## config.mk

```make
export PLATFORM = sky130hd
export DESIGN_NAME = dedup_fifo_with_remove_unit
export DESIGN_NICKNAME = d
export VERILOG_FILES = /design/src/hdl/dfwr_pkg.sv /design/src/hdl/dfwr_cell.sv /design/src/hdl/dedup_fifo_with_remove_unit.sv
export VERILOG_INCLUDE_DIRS = /design/src /design/src/hdl
export SDC_FILE = /design/constraint.sdc
export NUM_CORES = 1
export LEC_CHECK = 0
export BUFFER_PORTS_ARGS = -buffer_cell sky130_fd_sc_hd__buf_2
export CORE_MARGIN = 2
export CORE_UTILIZATION = 60
export DETAILED_ROUTE_END_ITERATION = 6
export GPL_TIMING_DRIVEN = 0
export HOLD_SLACK_MARGIN = 0.06
export PLACE_DENSITY = 0.78
export SYNTH_ARGS = -nofsm -noshare
export SYNTH_HDL_FRONTEND = slang
export SYNTH_SLANG_ARGS = --single-unit
```

## constraint.sdc

```tcl
create_clock -name clk -period 3.9 [get_ports clk]
set_input_delay 0.78 -clock clk [delete_from_list [all_inputs] [get_ports clk]]
set_output_delay 0.78 -clock clk [all_outputs]
set_load 0.05 [all_outputs]
```

## src/hdl/dedup_fifo_with_remove_unit_assert.svh

```systemverilog
// Assertion macros used by the queue's top-level RTL file.
// Each macro expects a clock named clk and an active-low reset named arst_n.
`ifndef DEDUP_FIFO_WITH_REMOVE_UNIT_ASSERT_SVH
`define DEDUP_FIFO_WITH_REMOVE_UNIT_ASSERT_SVH

// A property that must hold at every clock edge outside reset.
`define DFWR_ASSERT_ALWAYS(label, prop, msg) \
	label: assert property (@(posedge clk) disable iff (!arst_n) (prop)) else $error(msg);

// A condition that, when it holds at one edge, implies a consequence at the next.
`define DFWR_ASSERT_NEXT(label, ante, cons, msg) \
	label: assert property (@(posedge clk) disable iff (!arst_n) (ante) |=> (cons)) \
		else $error(msg);

`endif

```

## src/hdl/dfwr_pkg.sv

```systemverilog
`default_nettype none

package dfwr_pkg;

	localparam logic [1:0] CMD_ENQ = 2'd0;
	localparam logic [1:0] CMD_DEQ = 2'd1;
	localparam logic [1:0] CMD_REM = 2'd2;

	localparam logic [1:0] ST_OK    = 2'd0;
	localparam logic [1:0] ST_EMPTY = 2'd1;
	localparam logic [1:0] ST_MISS  = 2'd2;
	localparam logic [1:0] ST_FULL  = 2'd3;

	// Committed operation broadcast to every cell in the chain.
	typedef struct packed {
		logic enq;
		logic deq;
		logic rem;
	} dfwr_op_t;

endpackage

`default_nettype wire

```

## src/hdl/dfwr_cell.sv

```systemverilog
`default_nettype none

module dfwr_cell #(
	parameter int IDX      = 0,
	parameter int ID_BITS  = 8,
	parameter int CNT_BITS = 5
) (
	input  wire                    clk,
	input  wire dfwr_pkg::dfwr_op_t op,
	input  wire [ID_BITS-1:0]      key,
	input  wire [CNT_BITS-1:0]     fill,
	input  wire [ID_BITS-1:0]      nxt_id,
	input  wire                    seen_in,
	output logic                   seen_out,
	output logic                   hit,
	output logic [ID_BITS-1:0]     id
);
	import dfwr_pkg::*;

	logic               occ;
	logic [ID_BITS-1:0] id_q;

	assign occ      = CNT_BITS'(IDX) < fill;
	assign hit      = occ && (id_q == key);
	// Once a match has been seen at or before this cell, a removal closes the gap here.
	assign seen_out = seen_in | hit;
	assign id       = id_q;

	always_ff @(posedge clk) begin
		if (op.enq && (fill == CNT_BITS'(IDX))) begin
			id_q <= key;
		end else if (op.deq || (op.rem && seen_out)) begin
			id_q <= nxt_id;
		end
	end

endmodule

`default_nettype wire

```

## src/hdl/dedup_fifo_with_remove_unit.sv

```systemverilog
`default_nettype none
// Ordered queue of identifiers with duplicate rejection and removal by name.
// Input channel (in_valid / in_stall) carries cmd and item_id: enqueue at the
// tail, dequeue the head, or remove a named identifier from any position.
// Output channel (out_valid / out_stall) returns exactly one item per input:
// out_id, status (ok, empty, duplicate or not found, full) and the new count.
// Each command is handled in parallel: every cell compares its entry with the
// identifier at once, and a chain signal from cell to cell marks the cells
// that take their neighbour's entry. The result is captured in an output
// register when the command is accepted and is presented in the cycle after,
// and one item is taken per cycle while the receiver keeps up.
// When the receiver stalls, the result is held and in_stall rises, so at most
// one item waits in the output register and nothing is lost.
// Reset empties the queue and clears out_valid; the entries themselves are
// not cleared, as only entries below the count are ever read.
module dedup_fifo_with_remove_unit #(
	parameter int DEPTH   = 16,
	parameter int ID_BITS = 8
) (
	input  wire                             clk,
	input  wire                             arst_n,
	input  wire                             in_valid,
	output logic                            in_stall,
	input  wire [1:0]                       cmd,
	input  wire [ID_BITS-1:0]               item_id,
	output logic                            out_valid,
	input  wire                             out_stall,
	output logic [ID_BITS-1:0]              out_id,
	output logic [1:0]                      status,
	output logic [$clog2(DEPTH+1)-1:0]      count
);
	import dfwr_pkg::*;
`include "dedup_fifo_with_remove_unit_assert.svh"

	localparam int CNT_BITS = $clog2(DEPTH + 1);

	logic [CNT_BITS-1:0] fill_q;
	logic [ID_BITS-1:0]  cell_id [DEPTH+1];
	logic [DEPTH:0]      seen;
	logic [DEPTH-1:0]    match;
	logic                in_fire;
	logic                any_hit;
	logic                full;
	logic                empty;
	logic                enq_ok;
	logic                deq_ok;
	logic                rem_ok;
	dfwr_op_t            op;
	logic [ID_BITS-1:0]  res_id;
	logic [1:0]          res_st;
	logic [CNT_BITS-1:0] fill_nxt;
	logic                out_valid_q;
	logic [ID_BITS-1:0]  out_id_q;
	logic [1:0]          status_q;
	logic [CNT_BITS-1:0] count_q;

	assign in_stall = out_valid_q & out_stall;
	assign in_fire  = in_valid & ~in_stall;

	assign seen[0]        = 1'b0;
	assign cell_id[DEPTH] = '0;

	for (genvar i = 0; i < DEPTH; i++) begin : g_cell
		dfwr_cell #(
			.IDX      (i),
			.ID_BITS  (ID_BITS),
			.CNT_BITS (CNT_BITS)
		) u_cell (
			.clk      (clk),
			.op       (op),
			.key      (item_id),
			.fill     (fill_q),
			.nxt_id   (cell_id[i+1]),
			.seen_in  (seen[i]),
			.seen_out (seen[i+1]),
			.hit      (match[i]),
			.id       (cell_id[i])
		);
	end

	assign any_hit = |match;
	assign full    = fill_q == CNT_BITS'(DEPTH);
	assign empty   = fill_q == '0;
	assign enq_ok  = (cmd == CMD_ENQ) && !any_hit && !full;
	assign deq_ok  = (cmd == CMD_DEQ) && !empty;
	assign rem_ok  = (cmd == CMD_REM) && any_hit;

	assign op.enq = in_fire & enq_ok;
	assign op.deq = in_fire & deq_ok;
	assign op.rem = in_fire & rem_ok;

	always_comb begin
		res_id = '0;
		res_st = ST_MISS;
		case (cmd)
			CMD_ENQ: begin
				if (any_hit) begin
					res_st = ST_MISS;
				end else if (full) begin
					res_st = ST_FULL;
				end else begin
					res_st = ST_OK;
				end
			end
			CMD_DEQ: begin
				if (empty) begin
					res_st = ST_EMPTY;
				end else begin
					res_st = ST_OK;
					res_id = cell_id[0];
				end
			end
			CMD_REM: begin
				// The matching entry equals the key, so the key is the removed identifier.
				if (any_hit) begin
					res_st = ST_OK;
					res_id = item_id;
				end
			end
			default: begin
				res_st = ST_MISS;
			end
		endcase
	end

	always_comb begin
		fill_nxt = fill_q;
		if (enq_ok) begin
			fill_nxt = fill_q + CNT_BITS'(1);
		end else if (deq_ok || rem_ok) begin
			fill_nxt = fill_q - CNT_BITS'(1);
		end
	end

	always_ff @(posedge clk or negedge arst_n) begin
		if (!arst_n) begin
			fill_q      <= '0;
			out_valid_q <= 1'b0;
		end else begin
			if (in_fire) begin
				fill_q <= fill_nxt;
			end
			if (in_fire) begin
				out_valid_q <= 1'b1;
			end else if (!out_stall) begin
				out_valid_q <= 1'b0;
			end
		end
	end

	always_ff @(posedge clk) begin
		if (in_fire) begin
			out_id_q <= res_id;
			status_q <= res_st;
			count_q  <= fill_nxt;
		end
	end

	assign out_valid = out_valid_q;
	assign out_id    = out_id_q;
	assign status    = status_q;
	assign count     = count_q;

	`DFWR_ASSERT_ALWAYS(a_no_dup, $onehot0(match), "identifier stored in more than one cell")
	`DFWR_ASSERT_ALWAYS(a_fill_range, fill_q <= CNT_BITS'(DEPTH), "fill count beyond depth")
	`DFWR_ASSERT_NEXT(a_count_tracks, in_fire, out_valid && (count == fill_q), "count off")
	`DFWR_ASSERT_NEXT(a_rem_id, in_fire && rem_ok, out_id == $past(item_id) && status == ST_OK, "bad removal")

endmodule

`default_nettype wire
```

Yosys cells after proc, flatten, opt, wreduce, memory -nomap -nowiden
Index checks and enable logic that the tools add are counted.
{ "word_totals": {"regBits": 149, "out_inout_bits": 17, "word_cells": 230} }
{ "classes": {"order_cmp": 16, "addsub": 2, "eq_ne": 35, "bitwise_logic": 21, "n_mux": 44, "n_reduce_logical": 91} }
{ "ops": {"columns": ["operator", "count"], "rows": [
  ["8-bit 2-to-1 mux", 34],
  ["8-bit equality test", 16],
  ["1-bit logical AND", 52],
  ["5-bit by 4-bit equality test with 1-bit output, second input constant", 8],
  ["4-bit by 5-bit less-than comparator with 1-bit output, first input constant", 8],
  ["2-bit nonzero test", 16],
  ["5-bit by 3-bit equality test with 1-bit output, second input constant", 4],
  ["3-bit by 5-bit less-than comparator with 1-bit output, first input constant", 4],
  ["1-bit logical OR", 17],
  ["8-bit one-hot mux with 2 select lines", 1],
  ["16-bit OR reduction", 1],
  ["1-bit bitwise OR", 15],
  ["5-bit by 2-bit equality test with 1-bit output, second input constant", 2],
  ["1-bit by 5-bit less-than comparator with 1-bit output, first input constant", 2],
  ["2-bit by 5-bit less-than comparator with 1-bit output, first input constant", 2],
  ["5-bit 2-to-1 mux", 2],
  ["2-bit 2-to-1 mux", 3],
  ["2-bit one-hot mux with 3 select lines", 1],
  ["5-bit by 1-bit adder with 5-bit output, second input constant", 1],
  ["1-bit AND", 5],
  ["5-bit by 1-bit equality test with 1-bit output, second input constant", 1],
  ["5-bit equality test, second input constant", 1],
  ["5-bit logical NOT", 1],
  ["5-bit by 1-bit subtractor with 5-bit output, second input constant", 1],
  ["other kinds (7)", 11]
]} }

Longest topological paths before layout
{ "depth": {"depth_word": 21, "mapped_depth": 14, "mapped_depth_nobuf": 10} }

Cells and area by module
A second synthesis with hierarchy kept.
{ "unflattened": {"cells_unflattened": 666, "area_unflattened_um2": 9153.8} }
{ "by_module_without_submodules": {"columns": ["module", "cells_per_inst", "area_each_um2", "n_inst"], "rows": [
  ["dedup_fifo_with_remove_unit", 121, 1287.5, 1],
  ["dfwr_cell (g_cell[1].u_cell)", 34, 518.0, 1],
  ["dfwr_cell (g_cell[4].u_cell)", 34, 511.7, 1],
  ["dfwr_cell (g_cell[10].u_cell)", 36, 510.5, 1],
  ["dfwr_cell (g_cell[11].u_cell)", 34, 505.5, 1],
  ["dfwr_cell (g_cell[0].u_cell)", 33, 503.0, 1],
  ["dfwr_cell (g_cell[12].u_cell)", 35, 501.7, 1],
  ["dfwr_cell (g_cell[9].u_cell)", 34, 495.5, 1],
  ["dfwr_cell (g_cell[5].u_cell)", 34, 494.2, 1],
  ["dfwr_cell (g_cell[8].u_cell)", 34, 491.7, 1],
  ["dfwr_cell (g_cell[6].u_cell)", 33, 484.2, 1],
  ["dfwr_cell (g_cell[13].u_cell)", 35, 483.0, 1],
  ["dfwr_cell (g_cell[14].u_cell)", 35, 478.0, 1],
  ["dfwr_cell (g_cell[2].u_cell)", 33, 475.5, 1],
  ["+3 rows", null, null, null]
]} }

Worst setup path before layout
Ideal clock, no wire load.
{ "synth_timing": {"path_type": "input-to-reg", "start": "input item_id[3]", "end": "register g_cell[1].u_cell.id_q[0] (enable)", "setup_ps": 384, "path_buffers": 4, "setup_slack_ps": 220, "cell_stages": 11, "arrival_time_ps": 3296, "path_cell_list": "buf_2 > buf_6 > buf_2 > xor2_1 > a2111oi_0 > nand4_1 > nand4_2 > o21a_1 > clkbuf_1 > a21oi_1 > o21ai_0"} }
{ "synth_between": {"elab_chain_len": 9} }
{ "synth_rtl": {"columns": ["element", "line_no", "text"], "rows": [
  ["start: declaration", "dedup_fifo_with_remove_unit.sv:25", "input wire [ID_BITS-1:0] item_id,"],
  ["8-bit equality test", "dfwr_cell.sv:24", "assign hit = occ && (id_q == key);"],
  ["1-bit logical AND", "dfwr_cell.sv:24", null],
  ["16-bit OR reduction", "dedup_fifo_with_remove_unit.sv:81", "assign any_hit = |match;"],
  ["1-bit logical NOT", "dedup_fifo_with_remove_unit.sv:84", "assign enq_ok = (cmd == CMD_ENQ) && !any_hit && !full;"],
  ["1-bit logical AND (2 in a row)", "dedup_fifo_with_remove_unit.sv:84", null],
  ["1-bit AND", "dedup_fifo_with_remove_unit.sv:88", "assign op.enq = in_fire & enq_ok;"],
  ["1-bit logical AND", "dfwr_cell.sv:30", "if (op.enq && (fill == CNT_BITS'(IDX))) begin"],
  ["2-bit nonzero test (no source line) *", null, null],
  ["end signal: assignment", "dfwr_cell.sv:31", "id_q <= key;"],
  ["end signal: assignment", "dfwr_cell.sv:33", "id_q <= nxt_id;"],
  ["end: declaration", "dfwr_cell.sv:21", "logic [ID_BITS-1:0] id_q;"]
]} }
Mark *: on every way between the ends. The rest lies on a longest branch, timed or not.
A chain may end at the register's enable or synchronous reset.

Worst setup path in the final report
{ "layout_timing": {"start": "register fill_q[2]", "end": "register g_cell[13].u_cell.id_q[1] (data pin)"} }
{ "layout_between": {"elab_chain_len": 9} }
{ "layout_rtl": {"columns": ["element", "line_no", "text"], "rows": [
  ["start: declaration", "dedup_fifo_with_remove_unit.sv:37", "logic [CNT_BITS-1:0] fill_q;"],
  ["start signal: assignment", "dedup_fifo_with_remove_unit.sv:141", "fill_q <= fill_nxt;"],
  ["1-bit by 5-bit less-than comparator with 1-bit output (tied with other cells)", "dfwr_cell.sv:23", "assign occ = CNT_BITS'(IDX) < fill;"],
  ["1-bit logical AND", "dfwr_cell.sv:24", null],
  ["16-bit OR reduction", "dedup_fifo_with_remove_unit.sv:81", null],
  ["1-bit logical NOT", "dedup_fifo_with_remove_unit.sv:84", null],
  ["1-bit logical AND (2 in a row)", "dedup_fifo_with_remove_unit.sv:84", null],
  ["1-bit AND", "dedup_fifo_with_remove_unit.sv:88", null],
  ["1-bit logical AND *", "dfwr_cell.sv:30", null],
  ["8-bit 2-to-1 mux *", "dfwr_cell.sv:30", null],
  ["end signal: assignment", "dfwr_cell.sv:31", null],
  ["end signal: assignment", "dfwr_cell.sv:33", null],
  ["end: declaration", "dfwr_cell.sv:21", null]
]} }
Marks and branches as above.

==> flow_summary.ini <==
[synth]
mappedNetlistArea_mm2 = 0.008697
netlist_instances = 704
netlist_top_cells_area = edfxtp_1 49%, mux2_2 11%, xor2_1 7.2%, xnor2_1 6.4%, mux2_1 3.6%
syn_nets = 727
synth_common_cells = 143 x edfxtp_1, 84 x mux2_2, 71 x xor2_1, 64 x xnor2_1, 31 x nand2_1
async_flop_share = 0.04027
synth-edff-count = 143
synth.most_common_cell = edfxtp_1
synth.distinct_cells = 49
synth_top_area_share = 0.4937
yosys_warnings = 0
synth_top_area_cell = edfxtp_1
synth_area_per_cell_um2 = 12.35
synth_seq_cells = 149
synth_ff_type = edfxtp_1
yosysSeqAreaShare = 0.5110

[timing]
hold_viol = 0
fin_hold_ws_ns = 0.1645
drv_slew = 0
timing.final.ws_setup_ns = -0.002932
fin_worst_skew_ns = 0.009203
rsz0062_at_grt = true
slew_headroom = 0.08908
setup-violations-final = 1
period_share = 1.001
tightest_slew_ns = 1.366
max_freq_mhz = 256.2
fin_crit_ns = 3.903
setup_tns_ns = -0.002932

[worst_setup_path]
path_cells = buf_2 > nor2_1 > a311oi_1 > and3_1 > a21o_1 > or4_4 > nor3_4 > buf_4 > nand2_2 > nor4b_4 > buf_4 > mux2_2
crit_required_ns = 4.08
cp.arrival_ns = 4.08
setup.worst_path.class = flop to flop
cpMostUsedCell = buf_4
crit_fanout = 9
timing.critical_path.to_type = flop
critPathMaxStageDelay_ns = 0.60
slowest_stage = or4_4
critPathLaunchType = flop

[cts]
clk_pin_slew_ns = 0.06
cts_max_level = 4
cts.root.buffer_cell = clkbuf_16
holdBufCountCts = 0
cts_sinks = 149
clk_latency_ns = 0.44
clock_path_buffers = 2
cts_buffers = 17
cts_tree = built

[layout]
n_antenna_cell = 0
final_layout_size_suffix_gt1_frac = 0.2618
fin_area_mm2 = 0.009723
fin_util = 0.6924
final_cell_count_no_fill = 940
area_growth_pct = 11.80
final_nets = 770

[placed_design]
routabilityCongestion = 1.070
placed_cells = 906
placed_cell_area_mm2 = 0.009032
dpl_worst_slack_ns = -0.8495
port_buffers = 22
dpl.hpwl_mm = 16.71

[global_route]
grt.overflow.total = 0
grtUsageTotal = 0.3124
first_global_vias = 6157
grt_max_degree = 25
grt_pass1_wl_mm = 36.08
antenna_found_initial = 0

[route]
vias = 6141
drtPass1Iterations = 5
wl_per_cell_um = 25.34
routed_wl_mm = 23.82
drc = 0
antenna_left = 0
via_per_inst = 6.533
drtIter0Drc = 749

[die]
die_h_um = 124.4
rows = 43
die_area_mm2 = 0.01547
start_util = 0.6194
coreArea_mm2 = 0.01404
ios = 31
die_w_um = 124.4

[power]
p_per_area_mw_per_mm2 = 460.9
p_leak_nw = 3.495
vdd_ir_drop_max_uv = 293.3
p_total_mw = 4.481

[outcome]
outcome = finished with violations
violations = setup timing

[min_path]
hold_class = primary input to asynchronous set/reset pin

[job]
cap_violations = 0
==> report_power, final <==
part,switching (mW),total (mW),internal [mW],leakage [nW]
Sequential,0.0508,1.90,1.85,1.38
Combinational,0.638,0.923,0.286,1.84
Clock,0.662,1.66,0.998,0.277
Total,1.35,4.48,3.13,3.49
==> cell type report <==
class                   instances  area (um^2)
plain buffers                  51        309.0
inverters                      18        67.56
well taps                     180        225.2
clock buffers                  18        429.2
repair buffers                 25        145.1
multi-input cells             485         3943
fillers                       997         4319
clock inverters                14        160.2
flip-flops and latches        149         4444
==> worst max-delay path: cells and delay by family, from the launching register on <==
kind	cells	cell delay, ns
DFF	1	0.36
buffers and inverters	3	0.60
AOI/OAI and AO/OA	2	0.43
muxes	1	0.36
and+or+nand+nor	6	1.88
==> layout by cell type (no fill, tap or decap), drive strengths merged, types with 16 or more instances in the layout <==
cell type  instances
buf               54
clkbuf            40
edfxtp           143
inv               19
mux2             112
nand2             36
nand3             16
nand4             18
nor2              26
nor3              17
o21ai             24
xnor2             64
xor2              71
==> registers in the layout, indices dropped and copies added, names as in the netlist <==
signal,flops
status,2
count,5
out_id,8
fill_q,5
out_valid,1
g_cell.u_cell.id,128
==> cells by family (layout without fill, tap and decap cells) <==
family                     after synthesis  after routing  synth area share
xor gates and xnor gates               135            135            0.1360
muxes                                  112            112            0.1450
AOI/OAI and AO/OA                       67             67           0.04805
adders and majority gates                9              9           0.01295
buffers and inverters                   70            126           0.04201
and+or+nand+nor                        162            162            0.1050
DFF                                    149            149            0.5110
==> metal layers <==
layer  vias to the layer above  wire, um  track usage
met3                       109      1982      0.05842
met1                      3039      9087       0.3974
met5                         -         0            0
met4                         0      1389       0.1758
met2                       349     11360       0.5043
li1                       2644         -            -
==> worst paths after layout <==
kind | start | to | slack [ns] | cells past startpoint
setup / recovery | fill_q[2]$_DFFE_PN0P_ | g_cell[13].u_cell.id[1]$_DFFE_PP_ | -0.003 | 12
hold / removal | arst_n | out_valid$_DFFE_PN0P_ | 0.16 | 1
setup reg to reg | fill_q[2]$_DFFE_PN0P_ | g_cell[13].u_cell.id[1]$_DFFE_PP_ | -0.003 | 12
hold reg to reg | out_valid$_DFFE_PN0P_ | out_valid$_DFFE_PN0P_ | 0.53 | 2
max in group asynchronous | arst_n | fill_q[1]$_DFFE_PN0P_ | 3.57 | 1
min in group clk | out_valid$_DFFE_PN0P_ | out_valid$_DFFE_PN0P_ | 0.53 | 2
==> repair_timing <==
item / 4_1_cts / 5_1_grt
pin swaps: 1 / 0
setup endpoints to repair: 65 / 186
resized for setup: 13 / 16
setup buffers: 2 / 1
Power figures use the tool's default switching activity.
